[config.mk]
export PLATFORM = sky130hd
export DESIGN_NAME = rss_ctrl
export DESIGN_NICKNAME = d
export VERILOG_FILES = /design/src/rtl/rss_pkg.sv /design/src/rtl/rss_ctrl.sv
export SDC_FILE = /design/constraint.sdc
export NUM_CORES = 1
export LEC_CHECK = 0
export BUFFER_PORTS_ARGS = -buffer_cell sky130_fd_sc_hd__buf_2
export CAP_MARGIN = 30
export CELL_PAD_IN_SITES_DETAIL_PLACEMENT = 0
export CELL_PAD_IN_SITES_GLOBAL_PLACEMENT = 2
export CORE_AREA = 2 2 105 107
export CTS_CLUSTER_SIZE = 16
export DETAILED_ROUTE_END_ITERATION = 12
export DIE_AREA = 0 0 107 109
export GPL_ROUTABILITY_DRIVEN = 0
export GPL_TIMING_DRIVEN = 0
export HOLD_SLACK_MARGIN = 0.1
export PLACE_DENSITY = 0.65
export SLEW_MARGIN = 20
export SYNTH_ARGS = -nofsm -noshare
export SYNTH_HDL_FRONTEND = slang
export SYNTH_SLANG_ARGS = --single-unit
[constraint.sdc]
create_clock -name clk -period 4.1 [get_ports clk]
set_input_delay 0.41 -clock clk [delete_from_list [all_inputs] [get_ports clk]]
set_output_delay 0.41 -clock clk [all_outputs]
set_load 0.01 [all_outputs]
[src/rtl/rss_pkg.sv]
// Shared types, constants and the key normalization function for the
// record sort and key search block. No dependencies.
package rss_pkg;

    localparam int MAX_RECORDS = 64;
    localparam int KEY_CHARS   = 8;
    localparam int KEY_W       = 64;
    localparam int TAG_W       = 32;
    localparam int KEY_BYTES   = KEY_W / 8;
    localparam int ADDR_W      = $clog2(MAX_RECORDS);
    localparam int CNT_W       = $clog2(MAX_RECORDS + 1);

    localparam logic [1:0] OP_LOAD   = 2'd0;
    localparam logic [1:0] OP_SORT   = 2'd1;
    localparam logic [1:0] OP_SEARCH = 2'd2;

    typedef enum logic [1:0] {
        KIND_SORTED = 2'd0,
        KIND_MATCH  = 2'd1,
        KIND_NONE   = 2'd2,
        KIND_FULL   = 2'd3
    } kind_t;

    typedef enum logic [1:0] {
        WR_INPUT = 2'd0,
        WR_CUR   = 2'd1,
        WR_RD    = 2'd2
    } wr_src_t;

    typedef enum logic [1:0] {
        OUT_ZERO = 2'd0,
        OUT_RD   = 2'd1,
        OUT_CUR  = 2'd2
    } out_src_t;

    typedef struct packed {
        logic              rd_en;
        logic [ADDR_W-1:0] rd_addr;
        logic              wr_en;
        logic [ADDR_W-1:0] wr_addr;
        wr_src_t           wr_src;
        logic              cur_ld;
        logic              skey_ld;
        logic              out_ld;
        out_src_t          out_src;
        kind_t             out_kind;
        logic              out_last;
    } dp_cmd_t;

    typedef struct packed {
        logic gt;
        logic eq;
    } dp_sts_t;

    // Keep the top KEY_CHARS bytes and clear everything after the first zero byte.
    function automatic logic [KEY_W-1:0] norm_key(input logic [KEY_W-1:0] k);
        logic [KEY_W-1:0] res;
        logic             alive;
        res   = '0;
        alive = 1'b1;
        for (int b = KEY_BYTES - 1; b >= 0; b--) begin
            if (b < KEY_BYTES - KEY_CHARS) alive = 1'b0;
            if (k[8*b +: 8] == 8'h00) alive = 1'b0;
            if (alive) res[8*b +: 8] = k[8*b +: 8];
        end
        return res;
    endfunction

endpackage

[src/rtl/rss_ctrl.sv]
// Controller: operation decode, record count, bubble sort, emit and search sequencer.
// Depends on rss_pkg; commands rss_dp through dp_cmd_t, reads dp_sts_t.
module rss_ctrl (
    input  logic              clk,
    input  logic              rst_n,
    input  logic              in_valid,
    input  logic [1:0]        operation,
    output logic              in_stall,
    output logic              out_valid,
    input  logic              out_stall,
    output rss_pkg::dp_cmd_t  cmd,
    input  rss_pkg::dp_sts_t  sts
);
    import rss_pkg::*;

    typedef enum logic [9:0] {
        S_IDLE      = 10'b00_0000_0001,
        S_NOTE      = 10'b00_0000_0010,
        S_SORT_LOAD = 10'b00_0000_0100,
        S_SORT_STEP = 10'b00_0000_1000,
        S_SORT_END  = 10'b00_0001_0000,
        S_EMIT_RD   = 10'b00_0010_0000,
        S_EMIT_WAIT = 10'b00_0100_0000,
        S_SRCH_RD   = 10'b00_1000_0000,
        S_SRCH_CHK  = 10'b01_0000_0000,
        S_SRCH_END  = 10'b10_0000_0000
    } state_t;

    state_t            state_reg, state_next;
    logic [CNT_W-1:0]  count_reg, count_next;
    logic [ADDR_W-1:0] pass_end_reg, pass_end_next;
    logic [ADDR_W-1:0] j_reg, j_next;
    logic [ADDR_W-1:0] idx_reg, idx_next;
    logic              found_reg, found_next;
    kind_t             note_kind_reg, note_kind_next;
    logic              out_valid_reg, out_valid_next;

    logic              slot_free;
    logic              advance;
    logic [ADDR_W-1:0] last_idx;

    assign slot_free = !out_valid_reg || !out_stall;
    assign last_idx  = ADDR_W'(count_reg - CNT_W'(1));
    assign in_stall  = (state_reg != S_IDLE);
    assign out_valid = out_valid_reg;

    always_comb
    begin
        state_next     = state_reg;
        count_next     = count_reg;
        pass_end_next  = pass_end_reg;
        j_next         = j_reg;
        idx_next       = idx_reg;
        found_next     = found_reg;
        note_kind_next = note_kind_reg;
        advance        = 1'b1;
        cmd            = '0;
        cmd.wr_src     = WR_INPUT;
        cmd.out_src    = OUT_ZERO;
        cmd.out_kind   = KIND_NONE;

        case (state_reg)
            S_IDLE:
            begin
                if (in_valid)
                begin
                    case (operation)
                        OP_LOAD:
                        begin
                            if (count_reg == CNT_W'(MAX_RECORDS))
                            begin
                                note_kind_next = KIND_FULL;
                                state_next     = S_NOTE;
                            end
                            else
                            begin
                                cmd.wr_en   = 1'b1;
                                cmd.wr_addr = count_reg[ADDR_W-1:0];
                                cmd.wr_src  = WR_INPUT;
                                count_next  = count_reg + CNT_W'(1);
                            end
                        end
                        OP_SORT:
                        begin
                            if (count_reg == '0)
                            begin
                                note_kind_next = KIND_NONE;
                                state_next     = S_NOTE;
                            end
                            else if (count_reg > CNT_W'(1))
                            begin
                                pass_end_next = last_idx;
                                cmd.rd_en     = 1'b1;
                                cmd.rd_addr   = '0;
                                state_next    = S_SORT_LOAD;
                            end
                            else
                            begin
                                idx_next   = '0;
                                state_next = S_EMIT_RD;
                            end
                        end
                        OP_SEARCH:
                        begin
                            cmd.skey_ld = 1'b1;
                            if (count_reg == '0)
                            begin
                                note_kind_next = KIND_NONE;
                                state_next     = S_NOTE;
                            end
                            else
                            begin
                                idx_next   = '0;
                                found_next = 1'b0;
                                state_next = S_SRCH_RD;
                            end
                        end
                        default:
                        begin
                        end
                    endcase
                end
            end
            S_NOTE:
            begin
                if (slot_free)
                begin
                    cmd.out_ld   = 1'b1;
                    cmd.out_src  = OUT_ZERO;
                    cmd.out_kind = note_kind_reg;
                    cmd.out_last = 1'b1;
                    state_next   = S_IDLE;
                end
            end
            S_SORT_LOAD:
            begin
                // Entry 0 arrives: carry it, fetch entry 1
                cmd.cur_ld  = 1'b1;
                cmd.rd_en   = 1'b1;
                cmd.rd_addr = ADDR_W'(1);
                j_next      = ADDR_W'(1);
                state_next  = S_SORT_STEP;
            end
            S_SORT_STEP:
            begin
                // Compare carried record with entry j; drop the smaller one at j-1
                cmd.wr_en   = 1'b1;
                cmd.wr_addr = j_reg - ADDR_W'(1);
                if (sts.gt)
                begin
                    cmd.wr_src = WR_RD;
                end
                else
                begin
                    cmd.wr_src = WR_CUR;
                    cmd.cur_ld = 1'b1;
                end
                if (j_reg == pass_end_reg)
                begin
                    state_next = S_SORT_END;
                end
                else
                begin
                    cmd.rd_en   = 1'b1;
                    cmd.rd_addr = j_reg + ADDR_W'(1);
                    j_next      = j_reg + ADDR_W'(1);
                end
            end
            S_SORT_END:
            begin
                cmd.wr_en   = 1'b1;
                cmd.wr_addr = pass_end_reg;
                cmd.wr_src  = WR_CUR;
                if (pass_end_reg == ADDR_W'(1))
                begin
                    idx_next   = '0;
                    state_next = S_EMIT_RD;
                end
                else
                begin
                    pass_end_next = pass_end_reg - ADDR_W'(1);
                    cmd.rd_en     = 1'b1;
                    cmd.rd_addr   = '0;
                    state_next    = S_SORT_LOAD;
                end
            end
            S_EMIT_RD:
            begin
                cmd.rd_en   = 1'b1;
                cmd.rd_addr = idx_reg;
                state_next  = S_EMIT_WAIT;
            end
            S_EMIT_WAIT:
            begin
                if (slot_free)
                begin
                    cmd.out_ld   = 1'b1;
                    cmd.out_src  = OUT_RD;
                    cmd.out_kind = KIND_SORTED;
                    cmd.out_last = (idx_reg == last_idx);
                    if (idx_reg == last_idx)
                    begin
                        state_next = S_IDLE;
                    end
                    else
                    begin
                        idx_next   = idx_reg + ADDR_W'(1);
                        state_next = S_EMIT_RD;
                    end
                end
            end
            S_SRCH_RD:
            begin
                cmd.rd_en   = 1'b1;
                cmd.rd_addr = idx_reg;
                state_next  = S_SRCH_CHK;
            end
            S_SRCH_CHK:
            begin
                // A match is held back until the next one shows it is not the last
                if (sts.eq)
                begin
                    if (found_reg)
                    begin
                        if (slot_free)
                        begin
                            cmd.out_ld   = 1'b1;
                            cmd.out_src  = OUT_CUR;
                            cmd.out_kind = KIND_MATCH;
                            cmd.out_last = 1'b0;
                        end
                        else
                        begin
                            advance = 1'b0;
                        end
                    end
                    if (advance)
                    begin
                        cmd.cur_ld = 1'b1;
                        found_next = 1'b1;
                    end
                end
                if (advance)
                begin
                    if (idx_reg == last_idx)
                    begin
                        state_next = S_SRCH_END;
                    end
                    else
                    begin
                        idx_next   = idx_reg + ADDR_W'(1);
                        state_next = S_SRCH_RD;
                    end
                end
            end
            S_SRCH_END:
            begin
                if (slot_free)
                begin
                    cmd.out_ld   = 1'b1;
                    cmd.out_last = 1'b1;
                    if (found_reg)
                    begin
                        cmd.out_src  = OUT_CUR;
                        cmd.out_kind = KIND_MATCH;
                    end
                    else
                    begin
                        cmd.out_src  = OUT_ZERO;
                        cmd.out_kind = KIND_NONE;
                    end
                    state_next = S_IDLE;
                end
            end
            default:
            begin
                state_next = S_IDLE;
            end
        endcase

        if (cmd.out_ld)
        begin
            out_valid_next = 1'b1;
        end
        else if (out_valid_reg && out_stall)
        begin
            out_valid_next = 1'b1;
        end
        else
        begin
            out_valid_next = 1'b0;
        end
    end

    always_ff @(posedge clk or negedge rst_n)
    begin
        if (!rst_n)
        begin
            state_reg     <= S_IDLE;
            count_reg     <= '0;
            pass_end_reg  <= '0;
            j_reg         <= '0;
            idx_reg       <= '0;
            found_reg     <= 1'b0;
            note_kind_reg <= KIND_NONE;
            out_valid_reg <= 1'b0;
        end
        else
        begin
            state_reg     <= state_next;
            count_reg     <= count_next;
            pass_end_reg  <= pass_end_next;
            j_reg         <= j_next;
            idx_reg       <= idx_next;
            found_reg     <= found_next;
            note_kind_reg <= note_kind_next;
            out_valid_reg <= out_valid_next;
        end
    end

    a_count_bound: assert property (@(posedge clk) disable iff (!rst_n)
        count_reg <= CNT_W'(MAX_RECORDS))
        else $error("record count above table depth");

    a_out_slot: assert property (@(posedge clk) disable iff (!rst_n)
        cmd.out_ld |-> slot_free)
        else $error("output register loaded over an untaken result");

    a_no_rw_clash: assert property (@(posedge clk) disable iff (!rst_n)
        (cmd.rd_en && cmd.wr_en) |-> (cmd.rd_addr != cmd.wr_addr))
        else $error("read and write hit the same entry in one cycle");

    a_step_range: assert property (@(posedge clk) disable iff (!rst_n)
        (state_reg == S_SORT_STEP) |-> (j_reg != '0 && j_reg <= pass_end_reg))
        else $error("sort index outside current pass");

    a_load_count: assert property (@(posedge clk) disable iff (!rst_n)
        (in_valid && !in_stall && operation == OP_LOAD
         && count_reg != CNT_W'(MAX_RECORDS))
        |=> (count_reg == $past(count_reg) + CNT_W'(1)))
        else $error("accepted load did not advance record count");

endmodule

* Word-level counts from Yosys, hierarchy flattened
Index checks and enable logic that the tools add are counted.
** Operators by class
- $add $sub $neg :: 6
- Order comparisons :: 1
- Eq/ne operators :: 39
- Mux-type cells :: 75
- Bitwise gates (word level) :: 1
- Reductions and logical operators :: 21
** Operators by type and width (count)
- 6-bit 2-to-1 mux :: 24
- 10-bit one-hot mux with 9 select lines :: 1
- 10-bit 2-to-1 mux :: 7
- 6-bit one-hot mux with 4 select lines :: 2
- 6-bit one-hot mux with 2 select lines :: 3
- 7-bit 2-to-1 mux :: 5
- 7-bit one-hot mux with 5 select lines :: 1
- 10-bit one-hot mux with 3 select lines :: 1
- 9-bit one-hot mux with 3 select lines :: 1
- 2-bit inequality test (second input constant) :: 12
- 1-bit 2-to-1 mux :: 19
- 9-bit 2-to-1 mux :: 2
- 6-bit by 1-bit subtractor with 6-bit output (second input constant) :: 3
- 16-bit 2-to-1 mux :: 1
- 6-bit by 1-bit adder with 6-bit output (second input constant) :: 2
- 6-bit == test :: 2
- 3-bit inequality test (second input constant) :: 4
- 6-bit AND reduction :: 2
- 10-bit by 1-bit == test with 1-bit output (second input constant) :: 1
- 10-bit == test (second input constant) :: 1
- 10-bit by 2-bit == test with 1-bit output (second input constant) :: 1
- 10-bit by 3-bit == test with 1-bit output (second input constant) :: 1
- 10-bit by 4-bit == test with 1-bit output (second input constant) :: 1
- 10-bit by 5-bit == test with 1-bit output (second input constant) :: 1
- 34 further kinds :: 45
** Storage, ports and cells
- Register bits after elaboration :: 39
- Input bits :: 8
- Output and inout port bits :: 26
- Logic and storage cells :: 151

* Longest topological paths before layout
Gate-level depths: netlist (run 1).
- Word-level depth :: 10
- Gate-level depth with buffers :: 11
- Mapped depth without buffers :: 8

* Least setup slack after synthesis (run 1)
OpenSTA, ideal clock, no wires.
- Kind :: register -> register
- Start point :: reg count_reg[0]
- End point :: reg idx_reg[4]
- Setup time :: 0.090 ns
- Arrival time :: 2.638 ns
- Data required time :: 4.010 ns
- Setup slack :: 1.372 ns
- Stages on the path, launching flop included :: 12
- Buffers on the path :: 3
- Period minus slack after synthesis :: 2.728 ns
- Path through :: dfrtp_1 -> clkbuf_1 -> inv_1 -> ha_1 -> buf_2 -> or3b_2 -> xor2_1 -> mux2i_1 -> and3_1 -> clkbuf_1 -> or4_1 -> o221ai_1
** Between the ends
- Cells in the longest elaborated chain, start to end :: 5
- Elaborated cells between the ends (all ways) :: 12
- Those cells by class :: add/sub (1); order compare (1); eq/ne (4); mux (4); reduce/logical (2)
** Ends and longest elaborated chain
- start, declared :: line rss_ctrl.sv:30 : logic [CNT_W-1:0] count_reg, count_next;
- start signal, assigned :: line rss_ctrl.sv:311 : count_reg <= count_next;
- 6-bit by 1-bit subtractor with 6-bit output * :: line rss_ctrl.sv:43 : assign last_idx = ADDR_W'(count_reg - CNT_W'(1));
- net last_idx[0] :: line rss_ctrl.sv:40 : logic [ADDR_W-1:0] last_idx;
- 6-bit == test * :: line rss_ctrl.sv:201, rss_ctrl.sv:245
- 6-bit 2-to-1 mux *
- 6-bit 2-to-1 mux (on tied branches)
- 6-bit one-hot mux with 4 select lines *
- end signal, assigned :: line rss_ctrl.sv:314 : idx_reg <= idx_next;
- end, declared :: line rss_ctrl.sv:33 : logic [ADDR_W-1:0] idx_reg, idx_next;
The timed path passes the listed nets; every way through them passes the cells marked *. The select of a mux whose other input is x is not followed.
A chain may end at the register's enable or synchronous reset.

==> results_dict.tcl, run 1 <==
set metrics [dict create \
    run_status "finished clean" \
    dominant_cells_by_area_after_synthesis "dfrtp_1, nand2_1, ha_1, xnor2_1, xor2_1" \
    relative_slew_margins 0.497 \
    core_area_um2 10600 \
    largest_reg_flops 10 \
    synthMuxAreaShare 0.00981 \
    dieWidth_um 107 \
    post_synthesis_area_per_instance_um2 8.29 \
    post_cts_hold_fix_bufs 1 \
    most_used_dff_post_synth "dfrtp_1" \
    drive_above_1_share 0.161 \
    yosys.area.top_type_share 0.303 \
    wp_data_arrival_ns 3.16 \
    post_cts.repair.setup_buffers 0 \
    io_buffer_count 33 \
    main_combinational_cell_family_by_area_after_synthesis "simple AND/OR/NAND/NOR gates" \
    cp_num_buf_inv 4 \
    tightestPinTransition_ns 0.748 \
    final.setup.tns_ns 0 \
    worst_path_most_repeated_cell "buf_2" \
    area.growth.synth_to_final_pct 14.7 \
    crit_required_ns 3.69 \
    path_max_fanout 7 \
    nNetsFinal 431 \
    min_period_over_period 0.872 \
    final-instance-count-excl-fill 551 \
    synth.ff_latch_count 38 \
    n_antenna_cell 0 \
    crit_path_cell_trace "clkbuf_1, inv_1, ha_1, buf_2, or3b_2, xor2_1, mux2i_1, nand4_1, a21oi_1, buf_2" \
    initialDrtViolationCount 148 \
    dp.cells 543 \
    slew_viol_final 0 \
    timing.critical_path.slowest_stage_cell "or3b_2" \
    grt_start_max_net_pins 23 \
    timing.critical_path.to_type "output pin" \
    timing_hold_violations_final 0 \
    syn-num-nets 389 \
    fmax_mhz 280 \
    clockBufferDepth 2 \
    setup.worst_path.start_class "flop" \
    netlist-cell-type-count 62 \
    post_synth_and_or_nand_nor_area_fraction 0.282 \
    grt_util_all_layers 0.169 \
    criticalPathCategory "reg2out" \
    cts_num_sinks 38 \
    vdd.ir_drop.worst_uv 257 \
    sequential_cell_area_fraction_in_the_yosys_report 0.311 \
    max_cap_violation_count 0 \
    die-height_um 109 \
    drt_wl_total_um 9380 \
    cts_tree "built" \
    yosys_warnings 0 \
    unrepaired_setup_endpoints_after_global_routing "false" \
    postSynthCellCount 369 \
    power-per-cell-area_nw_per_um2 497 \
    clock-skew-final_ns 0.0128 \
    synth_compound_gate_area_share 0.185 \
    first_global_vias 2779 \
    starting_density_of_the_core 0.289 \
    synth_edf_count 0 \
    grt_first_pass_wirelength_um 15200 \
    insertion_delay_of_the_later_clocked_pin_in_the_worst_skew_pair_ns 0.30 \
    design.die.area_um2 11700 \
    timing.critical_path.from "count_reg[0]" \
    yosys.area_share.xor_xnor 0.102 \
    rows 38 \
    cts_resized 0 \
    design.portCount 34 \
    total_leakage_power_nw 1.61 \
    reg2reg_from "count_reg[0]" \
    detailed_place_hpwl_um 7260 \
    cts_made_buffers 5 \
    critical_path.max_stage_delay_ns 0.49 \
    path_clk_slew_ns 0.09 \
    route.vias.total 2838 \
    synthesis.area_um2 3060 \
    count_of_tritonroute_iterations_in_the_first_routing_pass 4 \
    route.detailed.wl_per_inst_um 17.0 \
    cts-root-buf "clkbuf_8" \
    routed_via_density 5.15 \
    fillCellCount 1181 \
    timing.final.setup_violations 0 \
    yosys-top-cells-count "nand2_1, dfrtp_1, nor2_1" \
    yosysTopAreaCell "dfrtp_1" \
    async_flop_share 1.00 \
    timing.hold.worst.class "in2reg" \
    final_antenna_net_count 0 \
    global_route_total_overflow 0 \
    hold_path_startpoint "out_stall" \
    synthMostInstantiatedCell "nand2_1" \
    period_minus_slack_ns 3.57 \
    worst_path_dominant_cell_family "buffers and inverters" \
    grt_antenna_before_repair 0 \
    cts_htree_levels 2 \
    synthAdderAreaFrac 0.0491 \
    drc 0 \
]
==> power by group <==
group	internal (mW)	leakage [nW]	switching, mW
Clock	0.115	0.0438	0.148
Combinational	0.366	1.07	0.567
Sequential	0.454	0.504	0.0929
Total	0.935	1.61	0.808
==> area by class of cell <==
| cell class | instances | area [um2] | share of cell area |
|---|---|---|---|
| clock buffers | 5 | 68.8 | 0.0196 |
| flip-flops and latches | 38 | 952 | 0.271 |
| well taps | 140 | 175 | 0.0499 |
| multi-input cells | 288 | 1920 | 0.547 |
| inverters | 18 | 67.6 | 0.0193 |
| clock inverters | 2 | 10.0 | 0.00285 |
| repair buffers | 35 | 195 | 0.0556 |
| plain buffers | 25 | 120 | 0.0342 |
==> layer usage <==
metal,vias to the layer above,share of wire,track usage
met1,1375,0.51,0.249
met3,4,0.031,0.0215
met2,49,0.45,0.268
met5,-,0,0
met4,0,0.0072,0.0297
li1,1410,-,-
==> path summary, 6_finish.rpt <==
path	slack, ns	endpoint	cells after the start
setup reg to reg	0.89	idx_reg[1]	10
hold / removal	0.48	found_reg	3
min in group asynchronous	0.60	count_reg[0]	2
hold reg to reg	0.56	note_kind_reg[0]	2
setup / recovery	0.53	cmd[0]	10
max in group asynchronous	2.92	state_reg[0]	3
==> cells by family after synthesis <==
| group | Yosys count |
|---|---|
| AND/OR/NAND/NOR | 156 |
| multiplexers | 3 |
| flip-flops | 38 |
| AO/OA/AOI/OAI | 83 |
| buffers and inverters | 43 |
| adder cells (fa/ha/maj) | 12 |
| XOR/XNOR | 34 |
==> worst reg2reg max path: stages, from the launching register on <==
cell,delay (ns)
dfrtp_1,0.41
clkbuf_1,0.24
inv_1,0.19
ha_1,0.16
buf_2,0.18
or3b_2,0.49
xor2_1,0.30
mux2i_1,0.36
nand3_1,0.28
and2_1,0.25
a32o_1,0.25
==> per-stage QoR <==
step                area (um2)  hold slack, ns  worst slack (ns)  total power, mW   util
floorplan                 3060           0.114              1.37             1.22      -
global placement          3400           0.526             0.802             1.49  0.321
detailed placement        3420           0.404             0.832             1.49  0.323
CTS                       3510           0.473             0.478             1.76  0.331
global route              3510           0.509             0.335             1.89  0.331
finish                    3510           0.476             0.526             1.74  0.331
==> cell usage in the layout, fill, tap and decap left out, drive strengths merged, types with 3 or more instances in the layout <==
cell / netlist / routed
buf: 11 / 45
nand2: 42 / 42
dfrtp: 37 / 37
nor2: 29 / 29
o21ai: 27 / 27
clkbuf: 14 / 19
inv: 18 / 18
xnor2: 17 / 17
nand3: 17 / 17
xor2: 16 / 16
ha: 12 / 12
a21oi: 9 / 9
nor3: 9 / 9
or3: 7 / 7
nor4: 7 / 7
and2: 6 / 6
nor2b: 6 / 6
o211ai: 6 / 6
o221ai: 6 / 6
and3: 6 / 6
or4: 6 / 6
o22ai: 5 / 5
a21o: 5 / 5
nand4: 4 / 4
a22o: 3 / 3
mux2i: 3 / 3
nand2b: 3 / 3
a32o: 3 / 3
nor3b: 3 / 3
nor4b: 3 / 3
Power figures use the tool's default switching activity.
==> run 2: changes to the inputs <==
--- a/config.mk
+++ b/config.mk
@@ -9,14 +9,14 @@
 export CAP_MARGIN = 30
 export CELL_PAD_IN_SITES_DETAIL_PLACEMENT = 0
 export CELL_PAD_IN_SITES_GLOBAL_PLACEMENT = 2
-export CORE_AREA = 2 2 105 107
+export CORE_AREA = 2 2 93 95
 export CTS_CLUSTER_SIZE = 16
 export DETAILED_ROUTE_END_ITERATION = 12
-export DIE_AREA = 0 0 107 109
+export DIE_AREA = 0 0 95 97
 export GPL_ROUTABILITY_DRIVEN = 0
-export GPL_TIMING_DRIVEN = 0
 export HOLD_SLACK_MARGIN = 0.1
-export PLACE_DENSITY = 0.65
+export MAX_ROUTING_LAYER = met4
+export PLACE_DENSITY = 0.81
 export SLEW_MARGIN = 20
 export SYNTH_ARGS = -nofsm -noshare
 export SYNTH_HDL_FRONTEND = slang
==> run 2 against run 1 <==
Against the previous run: clock skew shrank 0.0044 ns; total power shrank 2.9%; via count shrank 3.0%; final area shrank 3.7%; sequential power grew 11%.
==> results_dict.tcl, run 2 (synthesis gave the netlist of run 1 again) <==
set metrics [dict create \
    run_status "finished clean" \
    r2r-end "idx_reg[1]" \
    dieWidth_um 95 \
    unrepaired_setup_endpoints_after_global_routing "false" \
    seq_power_share 0.359 \
    fillCellCount 822 \
    criticalPathCategory "reg2out" \
    hold_depth 3 \
    slew_viol_final 0 \
    cts_resized 0 \
    total_leakage_power_nw 1.56 \
    timing.final.setup_violations 0 \
    switch_share 0.455 \
    power-per-cell-area_nw_per_um2 500 \
    drc 0 \
    clockBufferDepth 2 \
    setup.worst_path.start_class "flop" \
    fin_ws_ns 0.808 \
    rows 33 \
    insertion_delay_of_the_later_clocked_pin_in_the_worst_skew_pair_ns 0.30 \
    cts_made_buffers 5 \
    reg2reg_slack_ns 1.19 \
    reg2reg_from "count_reg[0]" \
    route.detailed.wl_per_inst_um 17.2 \
    count_of_tritonroute_iterations_in_the_first_routing_pass 4 \
    design.die.area_um2 9220 \
    detailed_place_hpwl_um 6430 \
    routed_via_density 5.56 \
    power.internal_uw 922 \
    cts-root-buf "clkbuf_8" \
    timing.critical_path.from "count_reg[0]" \
    initialDrtViolationCount 155 \
    cts_num_sinks 38 \
    cts_tree "built" \
    period_minus_slack_ns 3.29 \
    route.vias.total 2754 \
    max_cap_violation_count 0 \
    hold_path_startpoint "sts[0]" \
    tightestPinTransition_ns 0.689 \
    final_antenna_net_count 0 \
    final.setup.tns_ns 0 \
    grt_antenna_before_repair 0 \
    drt_wl_total_um 8540 \
    design.portCount 34 \
    first_global_vias 2609 \
    io_buffer_count 33 \
    place_ws_ns 1.13 \
    path_clk_slew_ns 0.08 \
    area.growth.synth_to_final_pct 10.5 \
    grt_start_max_net_pins 39 \
    post-route-util 0.416 \
    mostFrequentLayoutCell "nand2_1" \
    clock-skew-final_ns 0.00838 \
    timing_hold_violations_final 0 \
    die-height_um 97 \
    wp_data_arrival_ns 2.88 \
    nNetsFinal 409 \
    vdd.ir_drop.worst_uv 331 \
    core_area_um2 8130 \
    grt_util_all_layers 0.195 \
    fmax_mhz 304 \
    timing.hold.worst.class "in2reg" \
    starting_density_of_the_core 0.376 \
    relative_slew_margins 0.537 \
    pwr-share-clk 0.165 \
    drive_above_1_share 0.149 \
    crit_required_ns 3.69 \
    power_switching_uw 770 \
    worstHoldEndpoint "state_reg[8]" \
    largest_reg_flops 10 \
    global_route_total_overflow 0 \
    grt_first_pass_wirelength_um 13700 \
    path_max_fanout 9 \
    cts_htree_levels 2 \
    n_antenna_cell 0 \
    timing.critical_path.to_type "output pin" \
    ff2ff_path_depth 8 \
    power.share.combinational 0.476 \
    min_period_over_period 0.803 \
    most-common-layout-cells "nand2_1, dfrtp_1, buf_2" \
]
run 2: final cells by class:
cell class | count | area (um2) | area share
Clock inverter | 1 | 5.00 | 0.00148
Inverter | 18 | 67.6 | 0.0200
Clock buffer | 7 | 86.3 | 0.0255
Tap cell | 105 | 131 | 0.0389
Timing Repair Buffer | 38 | 218 | 0.0644
Multi-Input combinational cell | 288 | 1920 | 0.568
Sequential cell | 38 | 952 | 0.282
run 2: worst max-delay path, cell delays in order (launching register included):
cell and delay, ns:
dfrtp_1 0.50, inv_1 0.17, ha_1 0.32, or3b_2 0.50, xor2_1 0.24, mux2i_1 0.34, nand4_1 0.20, a21oi_1 0.18
buf_2 0.14
run 2: how the worst max path moves through the flow:
stage | cells after the start | to | slack, ns
2_1_floorplan | 11 | idx_reg[4] | 1.37
3_3_place_gp | 8 | cmd[0] | 1.20
3_5_place_dp | 8 | cmd[0] | 1.13
4_1_cts | 8 | cmd[0] | 0.80
5_1_grt | 8 | cmd[0] | 0.62
6_report | 8 | cmd[0] | 0.81
run 2: repair_timing:
item | 4_1_cts | 5_1_grt
hold buffers | 0 | 1
endpoints found under the hold margin | 0 | 13
buffers inserted | 0 | 0
run 2: through the flow:
stage	hold WS, ns	cells	instance area (um2)	total power [mW]
final	0.496	495	3380	1.69
after global routing	0.530	495	3380	1.82
after CTS	0.278	493	3350	1.69
after detailed placement	0.525	485	3260	1.41
after global placement	0.529	485	3260	1.41
after floorplan	0.114	369	3060	1.22
run 2: layer usage:
layer	routed length, um	global-route usage	up-vias
met5	0	-	-
met2	3800	0.275	50
met4	85	0.0424	0
met1	4370	0.294	1336
met3	280	0.0304	9
li1	-	-	1359
run 2: power by group through the flow:
| stage | clock, mW | combinational (mW) | sequential, mW |
|---|---|---|---|
| after global routing | 0.300 | 0.896 | 0.624 |
| after CTS | 0.286 | 0.799 | 0.603 |
| final | 0.279 | 0.805 | 0.608 |
| after floorplan | 0 | 0.693 | 0.525 |
| after global placement | 0 | 0.802 | 0.609 |
| after detailed placement | 0 | 0.794 | 0.611 |
==> run 3: changes to the inputs <==
--- a/config.mk
+++ b/config.mk
@@ -5,18 +5,19 @@
 export SDC_FILE = /design/constraint.sdc
 export NUM_CORES = 1
 export LEC_CHECK = 0
+export ABC_AREA = 1
 export BUFFER_PORTS_ARGS = -buffer_cell sky130_fd_sc_hd__buf_2
 export CAP_MARGIN = 30
 export CELL_PAD_IN_SITES_DETAIL_PLACEMENT = 0
 export CELL_PAD_IN_SITES_GLOBAL_PLACEMENT = 2
-export CORE_AREA = 2 2 93 95
+export CORE_AREA = 2 2 104 106
 export CTS_CLUSTER_SIZE = 16
 export DETAILED_ROUTE_END_ITERATION = 12
-export DIE_AREA = 0 0 95 97
+export DIE_AREA = 0 0 106 108
 export GPL_ROUTABILITY_DRIVEN = 0
 export HOLD_SLACK_MARGIN = 0.1
 export MAX_ROUTING_LAYER = met4
-export PLACE_DENSITY = 0.81
+export PLACE_DENSITY = 0.75
 export SLEW_MARGIN = 20
 export SYNTH_ARGS = -nofsm -noshare
 export SYNTH_HDL_FRONTEND = slang
==> constraint.sdc (replaced) <==
create_clock -name clk -period 3.3 [get_ports clk]
set_input_delay 0.33 -clock clk [delete_from_list [all_inputs] [get_ports clk]]
set_output_delay 0.33 -clock clk [all_outputs]
set_load 0.01 [all_outputs]
==> run 3 against run 2 <==
Against the previous run: synthesized cell count up 33%; total power rose by 56%; core utilization fell by 5.0 points; routed wire length grew 24%; global-route usage up 0.33 points; worst hold slack got worse by 0.13 ns; synthesized area increased by 8.2%; clock power up 25%; setup slack worse by 0.28 ns; critical path type unchanged; largest power group unchanged.
==> results_dict.tcl, run 3 <==
set metrics [dict create \
    run_status "finished clean" \
    power.share.combinational 0.576 \
    route.detailed.wl_per_inst_um 16.0 \
    grt_first_pass_wirelength_um 17100 \
    io_buffer_count 33 \
    dieWidth_um 106 \
    worst_path_most_repeated_cell "nand2_1" \
    insertion_delay_of_the_later_clocked_pin_in_the_worst_skew_pair_ns 0.30 \
    timing.critical_path.to_type "output pin" \
    vdd.ir_drop.worst_uv 254 \
    grt_util_all_layers 0.199 \
    nNetsFinal 548 \
    synthMuxAreaShare 0.00340 \
    sequential_cell_area_fraction_in_the_yosys_report 0.287 \
    period_minus_slack_ns 2.77 \
    core_area_um2 10200 \
    cts_tree "built" \
    grt_antenna_before_repair 0 \
    pwr-share-clk 0.133 \
    post_synthesis_area_per_instance_um2 6.76 \
    main_combinational_cell_family_by_area_after_synthesis "simple AND/OR/NAND/NOR gates" \
    post_cts.repair.setup_buffers 0 \
    synthMostInstantiatedCell "nand2_1" \
    count_of_tritonroute_iterations_in_the_first_routing_pass 4 \
    global_route_total_overflow 0 \
    fin_worst_hold_slack_ns 0.366 \
    synth_edf_count 0 \
    drt_wl_total_um 10600 \
    synthAdderAreaFrac 0.0453 \
    cts-root-buf "clkbuf_8" \
    crit_path_cell_trace "clkinv_1, ha_1, xor2_1, nand2_1, nor2_2, nand2_1, nor2_4, nand3_1, o21ai_0, buf_2" \
    min_period_over_period 0.839 \
    power.internal_mw 1.26 \
    setup.worst_path.start_class "flop" \
    dominant_cells_by_area_after_synthesis "dfrtp_1, nand2_1, nand3_1, inv_1, nor2_1" \
    drc 0 \
    grt_start_max_net_pins 29 \
    mostFrequentLayoutCell "nand2_1" \
    slew_viol_final 0 \
    cts_made_buffers 5 \
    switch_share 0.520 \
    timing.final.setup_violations 0 \
    synth.ff_latch_count 38 \
    yosys_warnings 0 \
    first_global_vias 3173 \
    path_max_fanout 7 \
    clock-skew-final_ns 0.00412 \
    route.vias.total 3240 \
    fmax_mhz 361 \
    post_synth_and_or_nand_nor_area_fraction 0.412 \
    synthesis.area_um2 3310 \
    n_antenna_cell 0 \
    largest_reg_flops 10 \
    design.die.area_um2 11400 \
    crit_required_ns 2.97 \
    relative_slew_margins 0.516 \
    post_cts_hold_fix_bufs 1 \
    initialDrtViolationCount 261 \
    total_leakage_power_nw 1.95 \
    seq_power_share 0.291 \
    yosys-top-cells-count "nand2_1, inv_1, nand3_1" \
    wp_data_arrival_ns 2.44 \
    design.portCount 34 \
    netlist-cell-type-count 41 \
    power_switching_mw 1.37 \
    yosys.area_share.xor_xnor 0.0476 \
    final_antenna_net_count 0 \
    tightestPinTransition_ns 0.720 \
    criticalPathCategory "reg2out" \
    timing.hold.worst.class "in2reg" \
    max_cap_violation_count 0 \
    postSynthCellCount 490 \
    drive_above_1_share 0.175 \
    timing_hold_violations_final 0 \
    synth_compound_gate_area_share 0.113 \
    path_clk_slew_ns 0.08 \
    die-height_um 108 \
    cts_num_sinks 38 \
    yosysTopAreaCell "dfrtp_1" \
    area.growth.synth_to_final_pct 12.8 \
    timing.critical_path.slowest_stage_cell "dfrtp_1" \
    power-per-cell-area_nw_per_um2 705 \
    cts_resized 0 \
    routed_via_density 4.89 \
    most-common-layout-cells "nand2_1, inv_1, nand3_1" \
    rows 37 \
    async_flop_share 1.00 \
    unrepaired_setup_endpoints_after_global_routing "false" \
    syn-num-nets 510 \
    clockBufferDepth 2 \
    critical_path.max_stage_delay_ns 0.43 \
    final.setup.tns_ns 0 \
    most_used_dff_post_synth "dfrtp_1" \
    cts_htree_levels 2 \
    starting_density_of_the_core 0.324 \
    detailed_place_hpwl_um 8630 \
    yosys.area.top_type_share 0.280 \
]
==> run 3: layout make-up <==
class,instances,area (um2)
Clock buffer,6,82.6
Timing Repair Buffer,36,203
Inverter,72,270
Fill cell,1132,6490
Multi-Input combinational cell,375,2060
Tap cell,136,170
Sequential cell,38,952
==> run 3: worst paths after layout <==
path	from	end	slack, ns	depth (start not counted)
setup reg to reg	count_reg[0]	idx_reg[5]	1.03	12
min in group asynchronous	rst_n	count_reg[0]	0.45	2
hold / removal	out_stall	out_valid	0.37	3
max in group asynchronous	rst_n	state_reg[0]	2.31	3
hold reg to reg	found_reg	found_reg	0.48	2
setup / recovery	count_reg[0]	cmd[0]	0.53	10
==> run 3: per-layer routing <==
metal,routed length [um],vias to the layer above,global-route usage
li1,-,1668,-
met1,5580,1489,0.293
met2,4490,75,0.294
met3,425,8,0.0265
met4,92,0,0.0320
met5,0,-,-
==> run 3: logic make-up (layout without fill, tap and decap cells) <==
family / count (synthesis) / in the layout
muxes: 1 / 1
AOI/OAI and AO/OA: 62 / 62
and+or+nand+nor: 282 / 282
adders and majority gates: 12 / 12
xor gates and xnor gates: 18 / 18
buffers and inverters: 77 / 114
DFF: 38 / 38
==> run 3: metrics by stage <==
| step | instance area, um2 | std cells | setup WS (ns) | power [mW] | utilization |
|---|---|---|---|---|---|
| 2_1_floorplan | 3310 | 490 | 1.16 | 1.92 | - |
| 3_3_place_gp | 3620 | 655 | 0.911 | 2.30 | 0.354 |
| 3_5_place_dp | 3640 | 656 | 0.848 | 2.29 | 0.356 |
| 4_1_cts | 3740 | 663 | 0.505 | 2.65 | 0.365 |
| 5_1_grt | 3740 | 663 | 0.335 | 2.90 | 0.365 |
| 6_report | 3740 | 663 | 0.532 | 2.63 | 0.365 |
==> run 3: critical path, delay by kind of cell, from the launching register on <==
kind,cells,cell delay [ns]
buffers and inverters,2,0.41
and+or+nand+nor,5,0.56
adders and majority gates,1,0.41
AOI/OAI and AO/OA,1,0.17
xor gates and xnor gates,1,0.16
DFF,1,0.43
==> run 3: power groups by stage <==
stage | clock (mW) | combinational (mW) | sequential (mW)
floorplan | 0 | 1.21 | 0.714
global placement | 0 | 1.52 | 0.775
detailed placement | 0 | 1.51 | 0.776
CTS | 0.357 | 1.52 | 0.766
global route | 0.377 | 1.73 | 0.791
finish | 0.350 | 1.52 | 0.766
